<file path="src/design/oasf_pkg.sv">
// Package for the overlap alignment score fill block.
// Holds beat types, cell link type, configuration type and direction codes.
// No dependencies.
`default_nettype none
package oasf_pkg;

    localparam int SYM_W   = 8;
    localparam int COL_W   = 6;
    localparam int SCORE_W = 16;
    localparam int WIDE_W  = 18;
    localparam int CFG_W   = 8;
    localparam int LEN_W   = 7;
    localparam int CIDX_W  = 2;
    localparam int CAP     = 64;

    localparam logic [1:0] DIR_DIAG = 2'd0;
    localparam logic [1:0] DIR_UP   = 2'd1;
    localparam logic [1:0] DIR_LEFT = 2'd2;

    localparam logic KIND_LOAD  = 1'b0;
    localparam logic KIND_QUERY = 1'b1;

    localparam logic [CIDX_W-1:0] REG_MATCH    = 2'd0;
    localparam logic [CIDX_W-1:0] REG_MISMATCH = 2'd1;
    localparam logic [CIDX_W-1:0] REG_GAP      = 2'd2;
    localparam logic [CIDX_W-1:0] REG_LENGTH   = 2'd3;

    localparam logic signed [SCORE_W-1:0] SCORE_MAX = 16'sh7fff;
    localparam logic signed [SCORE_W-1:0] SCORE_MIN = 16'sh8000;

    typedef struct packed {
        logic             kind;
        logic [SYM_W-1:0] symbol;
        logic [COL_W-1:0] load_index;
        logic             first_row;
    } t_in;

    typedef struct packed {
        logic [COL_W-1:0]          column;
        logic signed [SCORE_W-1:0] score;
        logic [1:0]                direction;
        logic                      last;
    } t_out;

    typedef struct packed {
        logic                      active;
        logic                      first;
        logic [SYM_W-1:0]          qsym;
        logic [COL_W-1:0]          col;
        logic signed [SCORE_W-1:0] diag;
        logic signed [SCORE_W-1:0] left;
    } t_link;

    typedef struct packed {
        logic signed [CFG_W-1:0] match_score;
        logic signed [CFG_W-1:0] mismatch_score;
        logic signed [CFG_W-1:0] gap_score;
        logic [COL_W-1:0]        last_col;
    } t_cfg;

endpackage
`default_nettype wire

</file>
<file path="src/design/oasf_cell.sv">
// One column cell of the score fill chain.
// Holds the reference symbol and previous-row score of its column; uses oasf_pkg.
// Takes the row token from its left neighbor and hands it on through its link register.
`default_nettype none
module oasf_cell
    import oasf_pkg::*;
(
    input  wire logic             i_clk,
    input  wire logic             i_rst_n,
    input  wire logic             i_adv,
    input  wire logic             i_sym_we,
    input  wire logic [SYM_W-1:0] i_sym,
    input  wire t_cfg             i_cfg,
    input  wire t_link            i_link,
    output t_link                 o_link,
    output logic                  o_hit,
    output t_out                  o_res
);

    logic [SYM_W-1:0]          r_sym;
    logic signed [SCORE_W-1:0] r_prev;
    t_link                     r_link;
    t_link                     n_link;

    logic signed [SCORE_W-1:0] w_above;
    logic signed [WIDE_W-1:0]  w_diag;
    logic signed [WIDE_W-1:0]  w_up;
    logic signed [WIDE_W-1:0]  w_left;
    logic signed [WIDE_W-1:0]  w_best;
    logic signed [SCORE_W-1:0] w_sat;
    logic [1:0]                w_dir;
    logic                      w_last;

    always_comb begin
        w_above = i_link.first ? '0 : r_prev;
        w_diag  = WIDE_W'(i_link.diag) + WIDE_W'((r_sym == i_link.qsym) ?
                  i_cfg.match_score : i_cfg.mismatch_score);
        w_up    = WIDE_W'(w_above) + WIDE_W'(i_cfg.gap_score);
        w_left  = WIDE_W'(i_link.left) + WIDE_W'(i_cfg.gap_score);
        if (w_diag >= w_up) begin
            if (w_diag >= w_left) begin
                w_best = w_diag;
                w_dir  = DIR_DIAG;
            end else begin
                w_best = w_left;
                w_dir  = DIR_LEFT;
            end
        end else begin
            if (w_up >= w_left) begin
                w_best = w_up;
                w_dir  = DIR_UP;
            end else begin
                w_best = w_left;
                w_dir  = DIR_LEFT;
            end
        end
        if (w_best > WIDE_W'(SCORE_MAX)) begin
            w_sat = SCORE_MAX;
        end else if (w_best < WIDE_W'(SCORE_MIN)) begin
            w_sat = SCORE_MIN;
        end else begin
            w_sat = w_best[SCORE_W-1:0];
        end
        w_last = (i_link.col == i_cfg.last_col);
    end

    always_comb begin
        n_link        = r_link;
        if (i_adv) begin
            n_link.active = i_link.active && !w_last;
            n_link.first  = i_link.first;
            n_link.qsym   = i_link.qsym;
            n_link.col    = i_link.col + COL_W'(1);
            n_link.diag   = w_above;
            n_link.left   = w_sat;
        end
    end

    always_comb begin
        o_hit           = i_link.active;
        o_res           = '0;
        if (i_link.active) begin
            o_res.column    = i_link.col;
            o_res.score     = w_sat;
            o_res.direction = w_dir;
            o_res.last      = w_last;
        end
        o_link          = r_link;
    end

    always_ff @(posedge i_clk) begin
        if (i_sym_we) begin
            r_sym <= i_sym;
        end
    end

    always_ff @(posedge i_clk) begin
        if (!i_rst_n) begin
            r_prev <= '0;
            r_link <= '0;
        end else begin
            r_link <= n_link;
            if (i_adv && i_link.active) begin
                r_prev <= w_sat;
            end
        end
    end

endmodule
`default_nettype wire

</file>
<file path="config.mk">
export PLATFORM = sky130hd
export DESIGN_NAME = oasf_cell
export DESIGN_NICKNAME = d
export VERILOG_FILES = /design/src/design/oasf_pkg.sv /design/src/design/oasf_cell.sv
export SDC_FILE = /design/constraint.sdc
export NUM_CORES = 1
export LEC_CHECK = 0
export ABC_AREA = 0
export BUFFER_PORTS_ARGS = -buffer_cell sky130_fd_sc_hd__buf_2
export CAP_MARGIN = 20
export CORE_UTILIZATION = 55
export CTS_BUF_LIST = sky130_fd_sc_hd__clkbuf_8 sky130_fd_sc_hd__clkbuf_16
export CTS_CLUSTER_DIAMETER = 40
export CTS_CLUSTER_SIZE = 20
export DETAILED_ROUTE_END_ITERATION = 8
export PLACE_DENSITY = 0.77
export SLEW_MARGIN = 20
export SYNTH_ARGS = -nofsm -noshare
export SYNTH_HDL_FRONTEND = slang
export SYNTH_SLANG_ARGS = --single-unit
export TNS_END_PERCENT = 20
</file>
<file path="constraint.sdc">
create_clock -name i_clk -period 15.2 [get_ports i_clk]
set_input_delay 1.52 -clock i_clk [delete_from_list [all_inputs] [get_ports i_clk]]
set_output_delay 1.52 -clock i_clk [all_outputs]
set_load 0.02 [all_outputs]
</file>
==> run metrics, run 1 <==
Layout fillers=1077; PortBufs=163; Initial DRT Pass Iterations=5; critical path peak fanout=12; skew final=0.008364 ns; Net Count, Synth=1000; WL/cell=17.32 microns; clk sinks=72; WHS=0.4485 ns; Async SR Flop Fraction=0%; Post-CTS Hold Buffers=0; number of global-route vias before repair=6327; register area=1521 sq um; Slew Limit Fails=0; ANT nets after route=0; slowest library cell on the worst path=a21oi_1; #FFs+latches synth=72; slowest cell delay on critical path=0.84 ns; # diodes=0; post-synth top area share=18.23%; multi-input logic area=5213 sq um; Syn Inst Count=805; largest net degree at the start of global routing=44; Worst EP arrival=8.75 ns; final setup violating endpoints=0; root buffer selected by CTS=clkbuf_16; CTS H-Tree Depth=3; share of cells above drive strength 1=21.77%; f_max=97.33 MHz; GP Congestion=1.069; mapped cell area=7027 sq um; RSZ-0062 raised after global routing=false; top_reg_cell synth=dfxtp_1; Die Area=13230 sq um; count of cell types in the netlist=73; post-DP HPWL=15580 microns; gr usage total=29.80%; Slew @ Worst Pin=1.071 ns; Post-synth EDFFs=8; nets@finish=1150; FP Rows=40; CTS tree=built; TNS Setup=0 ns; worst hold-check path type=flop to flop; Max-slew headroom=28.42%; outcome=finished, final reports clean; initial drt markers=473; initial antenna violation count=0; P_leak=4.114 nW; sequential-to-total area share from yosys stat=21.65%; CP Capture Type=output port; io pins=164; CTS buffer count=9; maxcap violations=0; PD cells=180.2 nW/um^2; Final Cycle Share=67.59%; Worst EP required=13.68 ns; via count=6774; Clock Latency Late Sink=0.34 ns; Synth area leader=dfxtp_1; Tmin final=10.27 ns; Area contributors post-synth=dfxtp_1, ha_1, nor2b_1, a21oi_1, mux2i_1; Avg Inst Size Synth=8.729 sq um; # DRC=0; Area growth syn-to-layout=17.70%; grt ovf=0; Die X=115.0 microns; first-pass GRT wire length=31040 microns; critical path class=primary input to output port; Ys Warns=0; CTS Buffer Depth=2; CP dominant cell by count=a211oi_1; area of the core=12210 sq um; clock-pin slew on the worst setup and hold paths=0.06 ns; final hold violation count=0; Post-CTS Resized=0; total wire length=19530 microns; Initial Utilization=57.54%; Post-CTS Setup Bufs=0; die height=115.0 microns; Peak VDD IR=0.1694 mV; vias per cell=6.005; post-route total power=0.001490 W; Worst setup SP type=primary input
[critical path: cells and delay by family]
family                     cells  cell delay, ns
xor gates and xnor gates       1            0.16
buffers and inverters          3            0.44
and+or+nand+nor                3            0.95
adders and majority gates      3            0.87
AOI/OAI and AO/OA             14            4.41
muxes                          1            0.37
[final timing paths]
check / start / cells past startpoint / endpoint / slack (ns)
hold reg to reg: r_prev[15] / 2 / r_prev[15] / 0.45
setup / recovery: i_link[39] / 25 / o_res[6] / 4.93
hold / removal: r_prev[15] / 2 / r_prev[15] / 0.45
setup reg to reg: r_sym[1] / 23 / r_prev[10] / 7.89
[cell usage in the layout, fill, tap and decap left out, drive strengths merged, types with 6 or more instances in the layout]
| cell type | instances |
|---|---|
| a32o | 8 |
| a21o | 30 |
| o211a | 7 |
| nand2b | 14 |
| o22ai | 10 |
| ha | 102 |
| a22o | 20 |
| dfxtp | 64 |
| nor2 | 25 |
| o21ai | 32 |
| edfxtp | 8 |
| nor3 | 7 |
| mux2i | 28 |
| clkbuf | 10 |
| xnor2 | 30 |
| a211oi | 10 |
| xor2 | 24 |
| o31ai | 6 |
| nand2 | 34 |
| nor4 | 7 |
| o21bai | 6 |
| nand4 | 6 |
| a21oi | 63 |
| inv | 49 |
| and3 | 13 |
| buf | 165 |
| mux2 | 8 |
| o21a | 11 |
| and2 | 20 |
| nand3 | 18 |
| nor2b | 55 |
[logic make-up after synthesis]
kind of cell    after synthesis  synth area share [%]
buf+inv                      72                 4.167
simple gates                207                 16.38
flops                        72                 21.65
fa+ha+maj                   105                 19.02
mux                          36                 5.271
xor+xnor                     54                 6.731
compound gates              259                 26.78
[state kept, by name (all words and copies together), names as in the netlist]
register and count:
o_link 48, r_prev 16, r_sym 8
[report_power, final]
group	internal [W]	switching, W
clock network	0.000139	0.0000859
logic	0.000374	0.000640
registers	0.000232	0.0000193
total	0.000745	0.000745
[cell type report]
class | count | area share (%)
Clock buffer | 10 | 3.026
Clock inverter | 6 | 0.8775
Inverter | 46 | 2.088
Multi-Input combinational cell | 661 | 63.03
Sequential cell | 72 | 18.40
Tap cell | 168 | 2.542
Timing Repair Buffer | 165 | 10.05
[synthesized netlist by cell type, types with 3 or more instances]
library cell / number
ha_1: 102
dfxtp_1: 64
a21oi_1: 62
nor2b_1: 54
inv_1: 46
nand2_1: 34
a21o_1: 30
xnor2_1: 30
mux2i_1: 28
nor2_1: 25
xor2_1: 24
a22o_1: 20
and2_1: 20
o21ai_0: 20
clkbuf_1: 19
nand3_1: 18
nand2b_1: 14
and3_1: 13
o21ai_1: 12
a211oi_1: 10
o21a_1: 9
a32o_1: 8
edfxtp_1: 8
mux2_2: 8
o22ai_1: 8
nand4_1: 6
nor3_1: 6
nor4_1: 6
o211a_1: 6
o21bai_1: 6
o31ai_1: 6
a211o_1: 5
a222oi_1: 5
a31oi_1: 5
a2111oi_0: 4
a22oi_1: 4
o22a_1: 4
a221oi_1: 3
buf_2: 3
buf_4: 3
fa_1: 3
[through the flow]
step | cells | util (%) | setup slack (ns) | cell area (sq um)
6_report | 1128 | 67.73 | 4.926 | 8270
5_1_grt | 1128 | 67.73 | 4.446 | 8270
4_1_cts | 1128 | 67.73 | 5.037 | 8270
3_5_place_dp | 1112 | 65.08 | 5.221 | 7948
3_3_place_gp | 1112 | 65.08 | 5.250 | 7948
2_1_floorplan | 805 | - | 6.666 | 7027
[metal layers]
metal / up-vias / global-route usage, % / wire length, microns
li1: 3311 / - / -
met1: 3140 / 37.99 / 8682
met2: 278 / 50.44 / 9023
met3: 45 / 3.901 / 1179
met4: 0 / 12.99 / 649
met5: - / 0 / 0
(Power assumes the default switching activity.)
==> run 2: changes to the inputs <==
- CORE_UTILIZATION: 55 -> 50
- PLACE_DENSITY: 0.77 -> 0.74
- clock period: 15.2 -> 9.3 ns (I/O delays scaled with it)
==> run metrics, run 2 (same netlist as run 1, synthesis figures left out) <==
grt ovf=0; Initial Utilization=52.23%; PD cells=292.6 nW/um^2; Worst EP arrival=7.83 ns; maxcap violations=0; outcome=finished, final reports clean; vias per cell=5.865; Hold Startpoint=r_prev[15]; CTS buffer count=9; Layout fillers=1232; Worst Reg-to-Reg Cells=23; Die Area=14530 sq um; commonest cells after routing, fill and taps aside=buf_2, ha_1, dfxtp_1; first-pass GRT wire length=31740 microns; GP Congestion=1.012; reg-to-reg critical path endpoint=o_link[2]; Tmin final=8.756 ns; Area growth syn-to-layout=18.00%; register area=1521 sq um; post-DP HPWL=16110 microns; nets@finish=1154; critical path class=primary input to output port; Post-CTS Setup Bufs=0; clk sinks=72; Worst path top cell family by delay=compound AO/OA/AOI/OAI gates; Clock Latency Late Sink=0.33 ns; CTS H-Tree Depth=3; final hold violation count=0; # diodes=0; Initial DRT Pass Iterations=5; CP Capture Type=output port; initial antenna violation count=0; number of global-route vias before repair=6449; f_max=114.2 MHz; CTS tree=built; via count=6686; Hold Crit Endpoint=r_prev[15]; ANT nets after route=0; total wire length=19900 microns; FP Rows=42; RSZ-0062 raised after global routing=false; CTS Buffer Depth=2; Slew @ Worst Pin=0.8813 ns; Final Cycle Share=94.15%; clock-pin slew on the worst setup and hold paths=0.05 ns; Worst setup SP type=primary input; worst hold-check path type=flop to flop; Largest register FFs=48; r2r startpoint=r_sym[1]; critical path peak fanout=9; WL/cell=17.46 microns; final std cells w/o fill=1140; WP buf/inv=3; skew final=0.006130 ns; TNS Setup=0 ns; slowest library cell on the worst path=a221oi_4; commonest non-fill, non-tap cell in the layout=buf_2; CP dominant cell by count=a211oi_1; final setup violating endpoints=0; Die X=120.5 microns; PortBufs=163; largest net degree at the start of global routing=44; placed cells=1124; area of the core=13450 sq um; Worst EP required=8.37 ns; Slew Limit Fails=0; Max-slew headroom=40.63%; io pins=164; slowest cell delay on critical path=0.61 ns; initial drt markers=565; Peak VDD IR=0.2688 mV; # DRC=0; Post-CTS Hold Buffers=0; P_leak=4.126 nW; share of cells above drive strength 1=21.99%; die height=120.5 microns; gr usage total=27.71%; Hold Path Stages=2; FF-to-FF setup slack=2.14 ns; root buffer selected by CTS=clkbuf_16; multi-input logic area=5216 sq um
==> run 2: cell count changes in the layout (fill, tap and decap cells not counted), sizes merged <==
cell,change
buf,+4
clkinv,-1
clkinvlp,+1
==> run 2: worst max path at each step <==
stage | cells after the start | startpoint | slack (ns) | end
final | 25 | i_link[39] | 0.54 | o_res[5]
after floorplan | 26 | i_link[45] | 1.95 | o_res[12]
after global placement | 25 | i_link[38] | 0.77 | o_res[13]
after global routing | 25 | i_link[39] | 0.04 | o_res[5]
after detailed placement | 26 | i_link[38] | 0.58 | o_res[6]
after CTS | 26 | i_link[39] | 0.52 | o_res[6]
==> run 2: power by group <==
group          total, W  switching, W  internal (W)
combinational   0.00168       0.00105      0.000623
sequential     0.000409     0.0000301      0.000379
clock          0.000340      0.000126      0.000214
==> run 2: metal layers <==
| metal | routed length (microns) | share of wire, % | up-vias | GRT usage, % |
|---|---|---|---|---|
| li1 | - | - | 3316 | - |
| met1 | 9173 | 46 | 3091 | 37.08 |
| met2 | 8986 | 45 | 240 | 44.40 |
| met3 | 1272 | 6.4 | 39 | 5.566 |
| met4 | 467 | 2.3 | 0 | 9.105 |
| met5 | 0 | 0 | - | 0 |
==> run 2: stage by stage <==
stage	hold slack, ns	cell area [sq um]	power, W	util [%]	worst slack (ns)
5_1_grt	0.4725	8292	0.002597	61.64	0.04214
3_3_place_gp	0.4324	7988	0.002037	59.38	0.7663
2_1_floorplan	0.4232	7027	0.001600	-	1.946
4_1_cts	0.4483	8288	0.002394	61.61	0.5196
6_report	0.4478	8292	0.002426	61.64	0.5437
3_5_place_dp	0.4413	7988	0.002045	59.38	0.5770
==> run 2: cell type report <==
type | count | area share (%)
Timing Repair Buffer | 169 | 10.38
Clock buffer | 10 | 2.882
Tap cell | 176 | 2.656
Multi-Input combinational cell | 661 | 62.91
Inverter | 46 | 2.082
Clock inverter | 6 | 0.7394
Sequential cell | 72 | 18.35
==> run 2: what timing repair did <==
item | in CTS | in global routing
endpoints found under the setup margin | 0 | 12
hold endpoints to repair | 0 | 0
gates resized for setup | 0 | 1
==> run 2: tightest hold or removal path: cells and delay by family, from the launching register on <==
| family | cells | cell delay (ns) |
|---|---|---|
| AND/OR/NAND/NOR | 1 | 0.05 |
| flip-flops | 1 | 0.30 |
| AO/OA/AOI/OAI | 1 | 0.05 |
